[src/rtl/core/cat_text_stream_formatter_defines.svh]
// Assertion helpers for the text stream formatter.
// The macros refer to clk and rst_n of the module that uses them.
`ifndef CAT_TEXT_STREAM_FORMATTER_DEFINES_SVH
`define CAT_TEXT_STREAM_FORMATTER_DEFINES_SVH

`ifndef SYNTHESIS
`define CFT_ASSERT_IMPL(lbl, ante, cons) \
  lbl: assert property (@(posedge clk) disable iff (!rst_n) (ante) |-> (cons)) \
    else $error("cft: same-cycle check failed");
`define CFT_ASSERT_NEXT(lbl, ante, cons) \
  lbl: assert property (@(posedge clk) disable iff (!rst_n) (ante) |=> (cons)) \
    else $error("cft: next-cycle check failed");
`else
`define CFT_ASSERT_IMPL(lbl, ante, cons)
`define CFT_ASSERT_NEXT(lbl, ante, cons)
`endif

`endif

[src/rtl/core/cft_pkg.sv]
package cft_pkg;

  localparam int NUMBER_DIGITS = 6;
  localparam int NUM_W         = 4 * NUMBER_DIGITS;
  localparam int NUM_CHARS     = NUMBER_DIGITS + 1;     // digits and the tab
  localparam int BODY_MAX      = 4;                     // "M-^X" is the longest
  localparam int BODY_LEN_W    = 3;
  localparam int SEQ_LEN       = NUM_CHARS + BODY_MAX;
  localparam int CNT_W         = $clog2(SEQ_LEN + 1);
  localparam int QUEUE_DEPTH   = 4;
  localparam int QPTR_W        = $clog2(QUEUE_DEPTH);
  localparam int BYTE_W        = 8;
  localparam int CFG_IDX_W     = 3;
  localparam int CFG_DATA_W    = 1;

  // input ops
  localparam logic OP_NEW_FILE = 1'b0;
  localparam logic OP_DATA     = 1'b1;

  // register indexes
  localparam logic [CFG_IDX_W-1:0] REG_NUMBER_ALL       = 3'd0;
  localparam logic [CFG_IDX_W-1:0] REG_NUMBER_NONBLANK  = 3'd1;
  localparam logic [CFG_IDX_W-1:0] REG_SQUEEZE_BLANK    = 3'd2;
  localparam logic [CFG_IDX_W-1:0] REG_SHOW_NONPRINTING = 3'd3;
  localparam logic [CFG_IDX_W-1:0] REG_MARK_LINE_END    = 3'd4;
  localparam logic [CFG_IDX_W-1:0] REG_SHOW_TABS        = 3'd5;

  // characters
  localparam logic [BYTE_W-1:0] CH_TAB    = 8'h09;
  localparam logic [BYTE_W-1:0] CH_NL     = 8'h0A;
  localparam logic [BYTE_W-1:0] CH_SPACE  = 8'h20;
  localparam logic [BYTE_W-1:0] CH_DOLLAR = 8'h24;
  localparam logic [BYTE_W-1:0] CH_DASH   = 8'h2D;
  localparam logic [BYTE_W-1:0] CH_ZERO   = 8'h30;
  localparam logic [BYTE_W-1:0] CH_QMARK  = 8'h3F;
  localparam logic [BYTE_W-1:0] CH_I      = 8'h49;
  localparam logic [BYTE_W-1:0] CH_M      = 8'h4D;
  localparam logic [BYTE_W-1:0] CH_CARET  = 8'h5E;
  localparam logic [6:0]        CH_DEL7   = 7'h7F;

  localparam logic [NUM_W-1:0] LINE_ONE = NUM_W'(1);

  typedef logic [NUMBER_DIGITS-1:0][BYTE_W-1:0] num_chars_t;
  typedef logic [BODY_MAX-1:0][BYTE_W-1:0]      body_t;

  // one formatted burst, queued between front and back
  typedef struct packed {
    logic                  has_num;
    logic [NUM_W-1:0]      num;
    body_t                 body;
    logic [BODY_LEN_W-1:0] body_len;
  } cmd_t;

  typedef struct packed {
    logic full;
    logic empty;
  } q_status_t;

  // BCD increment, holds at all nines
  function automatic logic [NUM_W-1:0] bcd_inc(input logic [NUM_W-1:0] num);
    logic [NUM_W-1:0] res;
    logic             carry;
    logic             full;
    logic [3:0]       d;
    res   = num;
    carry = 1'b1;
    full  = 1'b1;
    for (int i = 0; i < NUMBER_DIGITS; i++) begin
      d = num[4*i +: 4];
      if (d != 4'd9) full = 1'b0;
      if (carry) begin
        if (d == 4'd9) begin
          res[4*i +: 4] = 4'd0;
        end else begin
          res[4*i +: 4] = d + 4'd1;
          carry = 1'b0;
        end
      end
    end
    return full ? num : res;
  endfunction

  // right-aligned digits; element 0 is the most significant, sent first
  function automatic num_chars_t fmt_number(input logic [NUM_W-1:0] num);
    num_chars_t res;
    logic       started;
    logic [3:0] d;
    int         i;
    started = 1'b0;
    for (int k = 0; k < NUMBER_DIGITS; k++) begin
      i = NUMBER_DIGITS - 1 - k;
      d = num[4*i +: 4];
      if (d == 4'd0 && !started && i > 0) begin
        res[k] = CH_SPACE;
      end else begin
        started = 1'b1;
        res[k] = CH_ZERO + {4'd0, d};
      end
    end
    return res;
  endfunction

endpackage

[src/rtl/core/cft_in_if.sv]
interface cft_in_if import cft_pkg::*; ();
  logic              valid;
  logic              ready;
  logic              op;
  logic [BYTE_W-1:0] byte_in;

  modport source(output valid, op, byte_in, input ready);
  modport sink(input valid, op, byte_in, output ready);
endinterface

[src/rtl/core/cft_out_if.sv]
interface cft_out_if import cft_pkg::*; ();
  logic              valid;
  logic              ready;
  logic [BYTE_W-1:0] out_byte;
  logic              last;

  modport source(output valid, out_byte, last, input ready);
  modport sink(input valid, out_byte, last, output ready);
endinterface

[src/rtl/core/cft_cfg_if.sv]
interface cft_cfg_if import cft_pkg::*; ();
  logic                  valid;
  logic                  ready;
  logic [CFG_IDX_W-1:0]  index;
  logic [CFG_DATA_W-1:0] data;

  modport source(output valid, index, data, input ready);
  modport sink(input valid, index, data, output ready);
endinterface

[src/rtl/core/cat_text_stream_formatter.sv]
// Channel   Direction  Payload                  Transfer
// in_ch     in         op, byte_in              valid & ready
// out_ch    out        out_byte, last           valid & ready
// cfg_ch    in         index, data (bit 0)      valid & ready (ready always high)
//
// The front takes one item a cycle while the 4-entry queue has room; it updates
// the line counter and newline state in that cycle.
// The back sends one byte a cycle from a shift register while out_ch is ready;
// an item gives 1 to 11 output bytes, and items with no output are not queued.
// Reset (rst_n low, synchronous) clears the config registers and queue and sets the line counter to one.
// A stalled out_ch holds the output register; in_ch.ready drops when the queue fills.
`include "cat_text_stream_formatter_defines.svh"

module cat_text_stream_formatter import cft_pkg::*; (
  input  logic      clk,
  input  logic      rst_n,
  cft_in_if.sink    in_ch,
  cft_out_if.source out_ch,
  cft_cfg_if.sink   cfg_ch
);

  logic      push;
  logic      pop;
  cmd_t      push_cmd;
  cmd_t      head;
  q_status_t q_stat;

  cft_front u_front (
    .clk      (clk),
    .rst_n    (rst_n),
    .in_ch    (in_ch),
    .cfg_ch   (cfg_ch),
    .q_stat   (q_stat),
    .push     (push),
    .push_cmd (push_cmd)
  );

  cft_queue u_queue (
    .clk      (clk),
    .rst_n    (rst_n),
    .push     (push),
    .push_cmd (push_cmd),
    .pop      (pop),
    .head     (head),
    .q_stat   (q_stat)
  );

  cft_back u_back (
    .clk    (clk),
    .rst_n  (rst_n),
    .head   (head),
    .q_stat (q_stat),
    .pop    (pop),
    .out_ch (out_ch)
  );

  `CFT_ASSERT_IMPL(a_no_overflow, push, !q_stat.full)
  `CFT_ASSERT_IMPL(a_body_nonempty, pop, head.body_len != '0)
  `CFT_ASSERT_NEXT(a_push_lands, push && !pop, !q_stat.empty)

endmodule

[src/rtl/core/cft_queue.sv]
module cft_queue import cft_pkg::*; (
  input  logic      clk,
  input  logic      rst_n,
  input  logic      push,
  input  cmd_t      push_cmd,
  input  logic      pop,
  output cmd_t      head,
  output q_status_t q_stat
);

  cmd_t              mem_r [QUEUE_DEPTH];
  logic [QPTR_W-1:0] wr_ptr_r, wr_ptr_nxt;
  logic [QPTR_W-1:0] rd_ptr_r, rd_ptr_nxt;
  logic [QPTR_W:0]   count_r, count_nxt;

  always_comb begin
    wr_ptr_nxt = push ? wr_ptr_r + QPTR_W'(1) : wr_ptr_r;
    rd_ptr_nxt = pop  ? rd_ptr_r + QPTR_W'(1) : rd_ptr_r;
    count_nxt  = count_r + (QPTR_W+1)'(push) - (QPTR_W+1)'(pop);
  end

  always_ff @(posedge clk) begin
    if (!rst_n) begin
      wr_ptr_r <= '0;
      rd_ptr_r <= '0;
      count_r  <= '0;
    end else begin
      wr_ptr_r <= wr_ptr_nxt;
      rd_ptr_r <= rd_ptr_nxt;
      count_r  <= count_nxt;
    end
  end

  always_ff @(posedge clk) begin
    if (push) begin
      mem_r[wr_ptr_r] <= push_cmd;
    end
  end

  assign head         = mem_r[rd_ptr_r];
  assign q_stat.full  = (count_r == (QPTR_W+1)'(QUEUE_DEPTH));
  assign q_stat.empty = (count_r == '0);

endmodule

[src/rtl/core/cft_front.sv]
module cft_front import cft_pkg::*; (
  input  logic      clk,
  input  logic      rst_n,
  cft_in_if.sink    in_ch,
  cft_cfg_if.sink   cfg_ch,
  input  q_status_t q_stat,
  output logic      push,
  output cmd_t      push_cmd
);

  logic number_all_r, number_nonblank_r, squeeze_blank_r;
  logic show_nonprinting_r, mark_line_end_r, show_tabs_r;

  logic [NUM_W-1:0] line_count_r, line_count_nxt;
  logic [1:0]       newline_run_r, newline_run_nxt;
  logic             at_file_start_r, at_file_start_nxt;

  logic             in_xfer;
  logic [2:0]       prior;
  logic             line_start;
  logic             is_nl;
  logic             emit;
  logic             has_num;
  body_t            body;
  logic [BODY_LEN_W-1:0] body_len;
  logic [6:0]       low7;
  logic [BYTE_W-1:0] t0, t1;
  logic [BODY_LEN_W-1:0] tlen;

  assign in_ch.ready  = !q_stat.full;
  assign cfg_ch.ready = 1'b1;
  assign in_xfer      = in_ch.valid && in_ch.ready;

  assign prior      = {1'b0, newline_run_r} + {2'b00, at_file_start_r};
  assign line_start = (prior != 3'd0);
  assign is_nl      = (in_ch.byte_in == CH_NL);
  assign low7       = in_ch.byte_in[6:0];

  // caret form of the low seven bits
  always_comb begin
    if (low7[6:5] == 2'b00) begin
      t0   = CH_CARET;
      t1   = {3'b010, low7[4:0]};
      tlen = BODY_LEN_W'(2);
    end else if (low7 == CH_DEL7) begin
      t0   = CH_CARET;
      t1   = CH_QMARK;
      tlen = BODY_LEN_W'(2);
    end else begin
      t0   = {1'b0, low7};
      t1   = '0;
      tlen = BODY_LEN_W'(1);
    end
  end

  always_comb begin
    body     = '0;
    body_len = BODY_LEN_W'(1);
    if (is_nl) begin
      emit    = !(squeeze_blank_r && prior >= 3'd2);
      has_num = line_start && number_all_r && !number_nonblank_r;
      if (mark_line_end_r) begin
        body[0]  = CH_DOLLAR;
        body[1]  = CH_NL;
        body_len = BODY_LEN_W'(2);
      end else begin
        body[0]  = CH_NL;
      end
    end else begin
      emit    = 1'b1;
      has_num = line_start && (number_nonblank_r || number_all_r);
      if (in_ch.byte_in == CH_TAB) begin
        if (show_tabs_r) begin
          body[0]  = CH_CARET;
          body[1]  = CH_I;
          body_len = BODY_LEN_W'(2);
        end else begin
          body[0]  = CH_TAB;
        end
      end else if (show_nonprinting_r) begin
        if (in_ch.byte_in[7]) begin
          body[0]  = CH_M;
          body[1]  = CH_DASH;
          body[2]  = t0;
          body[3]  = t1;
          body_len = tlen + BODY_LEN_W'(2);
        end else begin
          body[0]  = t0;
          body[1]  = t1;
          body_len = tlen;
        end
      end else begin
        body[0] = in_ch.byte_in;
      end
    end
  end

  always_comb begin
    line_count_nxt    = line_count_r;
    newline_run_nxt   = newline_run_r;
    at_file_start_nxt = at_file_start_r;
    push              = 1'b0;
    if (in_xfer) begin
      if (in_ch.op == OP_NEW_FILE) begin
        line_count_nxt    = LINE_ONE;
        newline_run_nxt   = 2'd0;
        at_file_start_nxt = 1'b1;
      end else begin
        if (is_nl) begin
          if (newline_run_r != 2'd3) newline_run_nxt = newline_run_r + 2'd1;
        end else begin
          newline_run_nxt   = 2'd0;
          at_file_start_nxt = 1'b0;
        end
        push = emit;
        if (emit && has_num) line_count_nxt = bcd_inc(line_count_r);
      end
    end
  end

  assign push_cmd.has_num  = has_num;
  assign push_cmd.num      = line_count_r;
  assign push_cmd.body     = body;
  assign push_cmd.body_len = body_len;

  always_ff @(posedge clk) begin
    if (!rst_n) begin
      line_count_r    <= LINE_ONE;
      newline_run_r   <= 2'd0;
      at_file_start_r <= 1'b1;
    end else begin
      line_count_r    <= line_count_nxt;
      newline_run_r   <= newline_run_nxt;
      at_file_start_r <= at_file_start_nxt;
    end
  end

  always_ff @(posedge clk) begin
    if (!rst_n) begin
      number_all_r       <= 1'b0;
      number_nonblank_r  <= 1'b0;
      squeeze_blank_r    <= 1'b0;
      show_nonprinting_r <= 1'b0;
      mark_line_end_r    <= 1'b0;
      show_tabs_r        <= 1'b0;
    end else if (cfg_ch.valid && cfg_ch.ready) begin
      case (cfg_ch.index)
        REG_NUMBER_ALL:       number_all_r       <= cfg_ch.data[0];
        REG_NUMBER_NONBLANK:  number_nonblank_r  <= cfg_ch.data[0];
        REG_SQUEEZE_BLANK:    squeeze_blank_r    <= cfg_ch.data[0];
        REG_SHOW_NONPRINTING: show_nonprinting_r <= cfg_ch.data[0];
        REG_MARK_LINE_END:    mark_line_end_r    <= cfg_ch.data[0];
        REG_SHOW_TABS:        show_tabs_r        <= cfg_ch.data[0];
        default: ;
      endcase
    end
  end

endmodule

[src/rtl/core/cft_back.sv]
module cft_back import cft_pkg::*; (
  input  logic      clk,
  input  logic      rst_n,
  input  cmd_t      head,
  input  q_status_t q_stat,
  output logic      pop,
  cft_out_if.source out_ch
);

  typedef logic [SEQ_LEN-1:0][BYTE_W-1:0] seq_t;

  seq_t              work_r, work_nxt;
  seq_t              load;
  logic [CNT_W-1:0]  rem_r, rem_nxt;
  logic [CNT_W-1:0]  load_len;
  logic              out_valid_r, out_valid_nxt;
  logic [BYTE_W-1:0] out_byte_r, out_byte_nxt;
  logic              out_last_r, out_last_nxt;
  logic              adv;
  logic              emit;
  num_chars_t        digits;

  assign digits = fmt_number(head.num);

  // burst image: optional number and tab, then the body
  always_comb begin
    load = '0;
    if (head.has_num) begin
      for (int k = 0; k < NUMBER_DIGITS; k++) load[k] = digits[k];
      load[NUMBER_DIGITS] = CH_TAB;
      for (int j = 0; j < BODY_MAX; j++) load[NUM_CHARS + j] = head.body[j];
    end else begin
      for (int j = 0; j < BODY_MAX; j++) load[j] = head.body[j];
    end
    load_len = CNT_W'(head.body_len) + (head.has_num ? CNT_W'(NUM_CHARS) : '0);
  end

  assign adv  = !out_valid_r || out_ch.ready;
  assign emit = adv && (rem_r != '0);
  // refill when idle or as the last byte of the current burst goes out
  assign pop  = !q_stat.empty && ((rem_r == '0) || (rem_r == CNT_W'(1) && adv));

  always_comb begin
    work_nxt      = work_r;
    rem_nxt       = rem_r;
    out_valid_nxt = out_valid_r && !out_ch.ready;
    out_byte_nxt  = out_byte_r;
    out_last_nxt  = out_last_r;
    if (emit) begin
      out_valid_nxt = 1'b1;
      out_byte_nxt  = work_r[0];
      out_last_nxt  = (rem_r == CNT_W'(1));
      work_nxt      = work_r >> BYTE_W;
      rem_nxt       = rem_r - CNT_W'(1);
    end
    if (pop) begin
      work_nxt = load;
      rem_nxt  = load_len;
    end
  end

  always_ff @(posedge clk) begin
    if (!rst_n) begin
      rem_r       <= '0;
      out_valid_r <= 1'b0;
    end else begin
      rem_r       <= rem_nxt;
      out_valid_r <= out_valid_nxt;
    end
  end

  always_ff @(posedge clk) begin
    work_r     <= work_nxt;
    out_byte_r <= out_byte_nxt;
    out_last_r <= out_last_nxt;
  end

  assign out_ch.valid    = out_valid_r;
  assign out_ch.out_byte = out_byte_r;
  assign out_ch.last     = out_last_r;

endmodule

[src/flat_wrapper.sv]
// flat-port wrapper written by rule: the top's interface ports become plain ports
module cat_text_stream_formatter_flat import cft_pkg::*;
  (clk, rst_n, in_ch_valid, in_ch_op, in_ch_byte_in, in_ch_ready, out_ch_valid, out_ch_out_byte, out_ch_last, out_ch_ready, cfg_ch_valid, cfg_ch_index, cfg_ch_data, cfg_ch_ready);
  cft_in_if in_ch_i ();
  cft_out_if out_ch_i ();
  cft_cfg_if cfg_ch_i ();
  input  logic clk;
  input  logic rst_n;
  input wire logic [$bits(in_ch_i.valid)-1:0] in_ch_valid;
  input wire logic [$bits(in_ch_i.op)-1:0] in_ch_op;
  input wire logic [$bits(in_ch_i.byte_in)-1:0] in_ch_byte_in;
  output wire logic [$bits(in_ch_i.ready)-1:0] in_ch_ready;
  output wire logic [$bits(out_ch_i.valid)-1:0] out_ch_valid;
  output wire logic [$bits(out_ch_i.out_byte)-1:0] out_ch_out_byte;
  output wire logic [$bits(out_ch_i.last)-1:0] out_ch_last;
  input wire logic [$bits(out_ch_i.ready)-1:0] out_ch_ready;
  input wire logic [$bits(cfg_ch_i.valid)-1:0] cfg_ch_valid;
  input wire logic [$bits(cfg_ch_i.index)-1:0] cfg_ch_index;
  input wire logic [$bits(cfg_ch_i.data)-1:0] cfg_ch_data;
  output wire logic [$bits(cfg_ch_i.ready)-1:0] cfg_ch_ready;
  assign in_ch_i.valid = in_ch_valid;
  assign in_ch_i.op = in_ch_op;
  assign in_ch_i.byte_in = in_ch_byte_in;
  assign in_ch_ready = in_ch_i.ready;
  assign out_ch_valid = out_ch_i.valid;
  assign out_ch_out_byte = out_ch_i.out_byte;
  assign out_ch_last = out_ch_i.last;
  assign out_ch_i.ready = out_ch_ready;
  assign cfg_ch_i.valid = cfg_ch_valid;
  assign cfg_ch_i.index = cfg_ch_index;
  assign cfg_ch_i.data = cfg_ch_data;
  assign cfg_ch_ready = cfg_ch_i.ready;
  cat_text_stream_formatter u_core (.clk(clk), .rst_n(rst_n), .in_ch(in_ch_i), .out_ch(out_ch_i), .cfg_ch(cfg_ch_i));
endmodule
[config.mk]
export PLATFORM = sky130hd
export DESIGN_NAME = cat_text_stream_formatter_flat
export DESIGN_NICKNAME = d
export VERILOG_FILES = /design/src/rtl/core/cft_pkg.sv /design/src/rtl/core/cft_in_if.sv /design/src/rtl/core/cft_out_if.sv /design/src/rtl/core/cft_cfg_if.sv /design/src/rtl/core/cat_text_stream_formatter.sv /design/src/rtl/core/cft_queue.sv /design/src/rtl/core/cft_front.sv /design/src/rtl/core/cft_back.sv /design/src/flat_wrapper.sv
export VERILOG_INCLUDE_DIRS = /design/src /design/src/rtl/core
export SDC_FILE = /design/constraint.sdc
export NUM_CORES = 1
export LEC_CHECK = 0
export BUFFER_PORTS_ARGS = -buffer_cell sky130_fd_sc_hd__buf_2
export CAP_MARGIN = 20
export CORE_UTILIZATION = 45
export DETAILED_ROUTE_END_ITERATION = 10
export GPL_ROUTABILITY_DRIVEN = 0
export PLACE_DENSITY_LB_ADDON = 0.25
export SYNTH_ARGS = -nofsm -noshare
export SYNTH_HDL_FRONTEND = slang
export SYNTH_SLANG_ARGS = --single-unit
[constraint.sdc]
create_clock -name clk -period 5.8 [get_ports clk]
set_input_delay 1.45 -clock clk [delete_from_list [all_inputs] [get_ports clk]]
set_output_delay 1.45 -clock clk [all_outputs]
set_load 0.01 [all_outputs]
==> impl_metrics.env, run 1 <==
export IMPL_status="completed"
export IMPL_cts_tree="built"
export IMPL_nets=1056
export IMPL_die_area_sq_um=35000
export IMPL_synth_area_leader_cell="edfxtp_1"
export IMPL_drc_errors=0
export IMPL_worst_r2r_setup_slack_ps=2570
export IMPL_stdcell_count=1487
export IMPL_antenna_found_initial=0
export IMPL_drive_gt1_frac=0.175
export IMPL_grt_usage=0.179
export IMPL_grt_max_degree=104
export IMPL_rr_endpoint="u_core.u_back.work_r[32]$_DFFE_PP_"
export IMPL_min_period_ps=3730
export IMPL_die_h_um=187
export IMPL_async_flop_share=0
export IMPL_worst_path_max_fanout=7
export IMPL_hp_start="u_core.u_back.work_r[4]$_DFFE_PP_"
export IMPL_synth_common_cells="edfxtp_1 (322), nand2_1 (65), mux4_2 (53)"
export IMPL_post_cts_resized=0
export IMPL_ys_warnings_count=0
export IMPL_hpwl_um=19500
export IMPL_worstPathRequired_ps=6200
export IMPL_viasPerCell=5.60
export IMPL_io_pins=30
export IMPL_yosysMostFrequentCell="edfxtp_1"
export IMPL_hold_viol_final=0
export IMPL_h_tree_depth=2
export IMPL_synth_seq_cells=369
export IMPL_antenna_cells=0
export IMPL_post_place_cells=1414
export IMPL_grt_pass1_vias=8243
export IMPL_synth_area_leaders="edfxtp_1 (63%), mux4_2 (7.8%), dfxtp_1 (6.1%)"
export IMPL_wl_um=30700
export IMPL_clock_latency_ps=530
export IMPL_synth_nets=1021
export IMPL_cts_buffer_depth=3
export IMPL_ys_types=67
export IMPL_overflow=0
export IMPL_holdPathEnd="u_core.u_back.out_ch.out_byte[4]$_DFFE_PP_"
export IMPL_numClockSinks=369
export IMPL_synth_cells=973
export IMPL_powerDensity_nw_per_um2=466
export IMPL_synth_top_area_frac=0.628
export IMPL_vias=8334
export IMPL_rows=67
export IMPL_clkTransAtPathRegs_ps=60
export IMPL_seq_area_frac_synth=0.689
export IMPL_syn_area_per_cell_sq_um=15.8
export IMPL_post_route_period_util=0.644
export IMPL_holdBufCountCts=0
export IMPL_die_w_um=187
export IMPL_synth_edf_count=322
export IMPL_ant_nets=0
export IMPL_power_leakage_uw=0.00591
export IMPL_maxCapViolations=0
export IMPL_start_util=0.458
export IMPL_cts_buffers=39
export IMPL_fillers=2703
export IMPL_cts_root_buf="clkbuf_16"
export IMPL_hold_class="register to register"
export IMPL_ir_worst_vdd_uv=608
export IMPL_end_kind="register"
export IMPL_timing_fmax_mhz=268
export IMPL_place_ws_ps=1550
export IMPL_synth_main_ff_cell="edfxtp_1"
export IMPL_syn_area_sq_um=15400
export IMPL_cp_start_kind="input pin"
export IMPL_firstDrtPassIters=5
export IMPL_syn_to_final_growth_pct=12.9
export IMPL_rsz0062_at_grt="false"
export IMPL_wl_per_cell_um=20.7
export IMPL_slew_headroom=0.372
export IMPL_min_path_cells=0
export IMPL_finalMaxSlewViolations=0
export IMPL_setup_ws_ps=2070
export IMPL_reg2reg_depth=6
export IMPL_setup_tns_ps=0
export IMPL_postCtsSetupBuffers=0
export IMPL_drtIter0Drc=693
export IMPL_critical_path_class="input pin to register"
export IMPL_arrival_ps=4130
export IMPL_grt_pass1_wl_um=48400
export IMPL_finalSetupViolations=0
export IMPL_portBuffers=28
export IMPL_design_core_area_sq_um=33600
export IMPL_tightestPinTransition_ps=942
export IMPL_holdWs_ps=422
export IMPL_fin_skew_ps=18.7
## state kept, by name (all words and copies together), names as in the netlist, named ones only
register,count
u_core.u_queue.count_r,3
u_core.u_back.rem_r,4
u_core.u_back.out_ch.valid,1
u_core.u_queue.rd_ptr_r,2
u_core.u_back.out_ch.last,1
u_core.u_queue.wr_ptr_r,2
u_core.u_front.show_nonprinting_r,1
u_core.u_front.squeeze_blank_r,1
u_core.u_front.show_tabs_r,1
u_core.u_front.number_all_r,1
u_core.u_front.number_nonblank_r,1
u_core.u_front.at_file_start_r,1
u_core.u_front.newline_run_r,2
u_core.u_back.work_r,85
u_core.u_front.mark_line_end_r,1
u_core.u_queue.mem_r,228
u_core.u_front.line_count_r,24
u_core.u_back.out_ch.out_byte,8
## worst max-delay path: stages
cell,delay (ps)
buf_2,130
nor4bb_1,630
and2_1,360
a21oi_1,220
inv_1,100
ha_1,220
inv_1,60
ha_1,130
inv_1,50
fa_1,390
xor2_1,180
xnor2_1,140
nor2_1,50
## power breakdown
group | leakage, uW | total (uW) | internal [uW] | switching, uW
registers | 0.00339 | 3780 | 3600 | 189
clock network | 0.000632 | 2480 | 1480 | 1000
logic | 0.00189 | 1830 | 752 | 1070
total | 0.00591 | 8090 | 5830 | 2260
## layout make-up
class	count	area, sq um	area share
flip-flops and latches	369	10600	0.611
clock inverters	25	241	0.0139
well taps	448	561	0.0322
clock buffers	47	1060	0.0608
repair buffers	43	323	0.0186
multi-input cells	527	4480	0.258
inverters	28	105	0.00605
## how the worst max path moves through the flow
stage,startpoint,to,slack [ps]
after floorplan,out_ch_ready,u_core.u_back.work_r[0]$_DFFE_PP_,840
after global placement,in_ch_byte_in[1],u_core.u_queue.count_r[2]$_SDFF_PN0_,1620
after detailed placement,in_ch_byte_in[1],u_core.u_queue.count_r[2]$_SDFF_PN0_,1550
after CTS,in_ch_byte_in[1],u_core.u_queue.count_r[2]$_SDFF_PN0_,2080
after global routing,in_ch_byte_in[1],u_core.u_queue.count_r[2]$_SDFF_PN0_,1900
final,in_ch_byte_in[1],u_core.u_queue.count_r[2]$_SDFF_PN0_,2070
## routing by layer
metal  part of all wire  GRT usage  vias to the layer above  wire [um]
met4              0.023     0.0549                        0        707
li1                   -          -                     3876          -
met5                  0          0                        -          0
met2               0.48      0.289                      197      14600
met3              0.044     0.0298                       51       1360
met1               0.46      0.250                     4210      14100
## layout by cell type (no fill, tap or decap), drive strengths merged, types with 5 or more instances in the layout
cell type,netlist,final
mux4,57,57
mux2i,29,29
and3,10,10
nand3,14,14
nor3,18,18
clkinv,2,19
nand2b,5,5
a22o,34,34
nor2,51,51
or4,6,6
dfxtp,47,47
ha,28,28
a31oi,10,10
and2,28,28
edfxtp,322,322
buf,19,43
nand3b,10,10
nand4,5,5
nor4,7,7
a21o,7,7
clkbuf,30,47
o21a,5,5
o21ai,38,38
a21oi,27,27
or3,6,6
nand2,65,65
nor2b,5,5
inv,26,27
## cell families after synthesis
| group | count (synthesis) | synth area share |
|---|---|---|
| mux | 86 | 0.103 |
| other cells | 1 | 0.000244 |
| compound gates | 154 | 0.0694 |
| flops | 369 | 0.689 |
| simple gates | 248 | 0.0874 |
| buf+inv | 77 | 0.0208 |
| fa+ha+maj | 30 | 0.0254 |
| xor+xnor | 8 | 0.00455 |
## per-stage QoR
step / total power [uW] / cell area (sq um) / util
2_1_floorplan: 5150 / 15400 / -
3_3_place_gp: 5640 / 16100 / 0.478
3_5_place_dp: 5670 / 16100 / 0.478
4_1_cts: 8160 / 17400 / 0.516
5_1_grt: 8500 / 17400 / 0.517
6_report: 8090 / 17400 / 0.517
(Power assumes the default switching activity.)
==> inputs of run 2 (changes only) <==
--- a/config.mk
+++ b/config.mk
@@ -6,6 +6,7 @@
 export SDC_FILE = /design/constraint.sdc
 export NUM_CORES = 1
 export LEC_CHECK = 0
+export ABC_AREA = 1
 export BUFFER_PORTS_ARGS = -buffer_cell sky130_fd_sc_hd__buf_2
 export CAP_MARGIN = 20
 export CORE_UTILIZATION = 45
==> constraint.sdc (replaced) <==
create_clock -name clk -period 3 [get_ports clk]
set_input_delay 0.75 -clock clk [delete_from_list [all_inputs] [get_ports clk]]
set_output_delay 0.75 -clock clk [all_outputs]
set_load 0.01 [all_outputs]
==> impl_metrics.env, run 2 <==
export IMPL_status="completed"
export IMPL_cts_buffers=39
export IMPL_antenna_cells=0
export IMPL_grt_max_degree=115
export IMPL_overflow=0
export IMPL_largest_reg_flops=228
export IMPL_hold_class="register to register"
export IMPL_start_util=0.457
export IMPL_rows=68
export IMPL_vias=10300
export IMPL_h_tree_depth=2
export IMPL_ant_nets=0
export IMPL_viasPerCell=5.33
export IMPL_firstDrtPassIters=5
export IMPL_grt_usage=0.197
export IMPL_ir_worst_vdd_uv=566
export IMPL_async_flop_share=0
export IMPL_clock_latency_ps=520
export IMPL_cp_top_family="buffers and inverters"
export IMPL_nets=1494
export IMPL_synth_edf_count=322
export IMPL_synth_area_leader_cell="edfxtp_1"
export IMPL_synth_main_ff_cell="edfxtp_1"
export IMPL_power_leakage_uw=0.00668
export IMPL_synth_top_area_frac=0.613
export IMPL_synth_nets=1462
export IMPL_worst_path_max_fanout=114
export IMPL_design_core_area_sq_um=34500
export IMPL_cp_start_kind="register"
export IMPL_drc_errors=0
export IMPL_hold_viol_final=0
export IMPL_yosysMostFrequentCell="edfxtp_1"
export IMPL_stdcell_count=1931
export IMPL_cts_tree="built"
export IMPL_die_area_sq_um=35800
export IMPL_crit_chain="buf_12, nand2_1, a32oi_2, buf_4, nand2_1, buf_12, o21ai_0"
export IMPL_layout_common_cells="edfxtp_1 (322), nand2_1 (281), nor2_1 (176), o21ai_0 (114), inv_1 (88)"
export IMPL_largest_register="u_core.u_queue.mem_r"
export IMPL_slew_headroom=0.453
export IMPL_numClockSinks=369
export IMPL_rsz0062_at_grt="false"
export IMPL_powerDensity_nw_per_um2=948
export IMPL_post_route_period_util=0.838
export IMPL_finalSetupViolations=0
export IMPL_place_ws_ps=168
export IMPL_syn_area_per_cell_sq_um=11.2
export IMPL_drtIter0Drc=697
export IMPL_synth_common_cells="edfxtp_1 (322), nand2_1 (282), nor2_1 (180)"
export IMPL_setup_tns_ps=0
export IMPL_portBuffers=28
export IMPL_fin_skew_ps=11.4
export IMPL_critical_path_class="register to register"
export IMPL_synth_seq_cells=369
export IMPL_tightestPinTransition_ps=819
export IMPL_hpwl_um=21500
export IMPL_worstPathRequired_ps=3360
export IMPL_mostFrequentLayoutCell="edfxtp_1"
export IMPL_finalMaxSlewViolations=0
export IMPL_synth_area_leaders="edfxtp_1 (61%), nand2_1 (6.7%), dfxtp_1 (6.0%)"
export IMPL_seq_area_frac_synth=0.672
export IMPL_grt_pass1_vias=9954
export IMPL_ys_types=42
export IMPL_setup_ws_ps=487
export IMPL_drive_gt1_frac=0.0969
export IMPL_post_place_cells=1860
export IMPL_die_w_um=189
export IMPL_reg2reg_depth=7
export IMPL_min_period_ps=2510
export IMPL_top_regs="u_core.u_queue.mem_r: 228 flops, u_core.u_back.work_r: 85 flops, u_core.u_front.line_count_r: 24 flops"
export IMPL_timing_fmax_mhz=398
export IMPL_wl_per_cell_um=17.9
export IMPL_die_h_um=189
export IMPL_antenna_found_initial=0
export IMPL_wl_um=34600
export IMPL_critical_path_depth=7
export IMPL_path_buf_inv=3
export IMPL_io_pins=30
export IMPL_min_path_cells=0
export IMPL_end_kind="register"
export IMPL_synth_cells=1414
export IMPL_cts_root_buf="clkbuf_16"
export IMPL_ys_warnings_count=0
export IMPL_holdBufCountCts=0
export IMPL_worst_path_max_delay_cell="buf_12"
export IMPL_post_cts_resized=0
export IMPL_postCtsSetupBuffers=0
export IMPL_maxCapViolations=0
export IMPL_grt_pass1_wl_um=54700
export IMPL_cts_buffer_depth=3
export IMPL_fillers=3101
export IMPL_clkTransAtPathRegs_ps=60
export IMPL_syn_area_sq_um=15800
export IMPL_syn_to_final_growth_pct=12.6
export IMPL_timing_critical_path_slowest_cell_delay_ps=410
export IMPL_arrival_ps=2870
==> run 2: changes by cell type after synthesis, sizes merged, moves of 25 or more <==
cell   previous run  this run
and2             28         1
a21oi            27        52
inv              26        94
o22a              2        36
a22o             34         5
mux2i            29         0
nor2             51       184
mux4             57         0
nand2            65       285
o21ai            38       128
nand3            14        77
==> run 2: worst paths after layout <==
check                                                       start                                          to  slack, ps
worst max-delay path                                     register          u_core.u_back.work_r[61]$_DFFE_PP_        490
worst min-delay path            u_core.u_back.work_r[4]$_DFFE_PP_  u_core.u_back.out_ch.out_byte[4]$_DFFE_PP_        420
worst max register to register                           register          u_core.u_back.work_r[61]$_DFFE_PP_        490
worst min register to register  u_core.u_back.work_r[4]$_DFFE_PP_  u_core.u_back.out_ch.out_byte[4]$_DFFE_PP_        420
==> run 2: per-layer routing <==
| metal | wire, um | track usage | up-vias |
|---|---|---|---|
| li1 | - | - | 5018 |
| met1 | 15300 | 0.265 | 4970 |
| met2 | 16700 | 0.325 | 231 |
| met3 | 1640 | 0.0287 | 66 |
| met4 | 1020 | 0.0685 | 0 |
| met5 | 0 | 0 | - |
==> run 2: logic make-up (layout without fill, tap and decap cells) <==
| family | Yosys count | count (layout) | synth area share |
|---|---|---|---|
| buffers and inverters | 164 | 226 | 0.0455 |
| other | 1 | 1 | 0.000238 |
| and+or+nand+nor | 575 | 575 | 0.147 |
| AOI/OAI and AO/OA | 261 | 261 | 0.102 |
| xor gates and xnor gates | 14 | 14 | 0.00777 |
| DFF | 369 | 369 | 0.672 |
| adders and majority gates | 30 | 30 | 0.0247 |
==> run 2: power by group <==
group	total [uW]	switching [uW]	internal [uW]
combinational	4860	3280	1590
clock	4650	1870	2780
sequential	7340	337	7000
==> run 2: cell type report <==
cell class | count | area, sq um | area share
Clock buffer | 53 | 1120 | 0.0631
Timing Repair Buffer | 60 | 493 | 0.0277
Multi-Input combinational cell | 881 | 4490 | 0.253
Inverter | 95 | 358 | 0.0201
Clock inverter | 18 | 130 | 0.00732
Sequential cell | 369 | 10600 | 0.597
Tap cell | 455 | 569 | 0.0320
==> run 2: through the flow <==
stage / utilization / total power, uW / instance area (sq um) / hold WS [ps]
floorplan: - / 10800 / 15800 / 400
global placement: 0.478 / 12300 / 16500 / 405
detailed placement: 0.478 / 12300 / 16500 / 412
CTS: 0.515 / 17000 / 17800 / 425
global route: 0.515 / 17800 / 17800 / 429
finish: 0.515 / 16800 / 17800 / 422
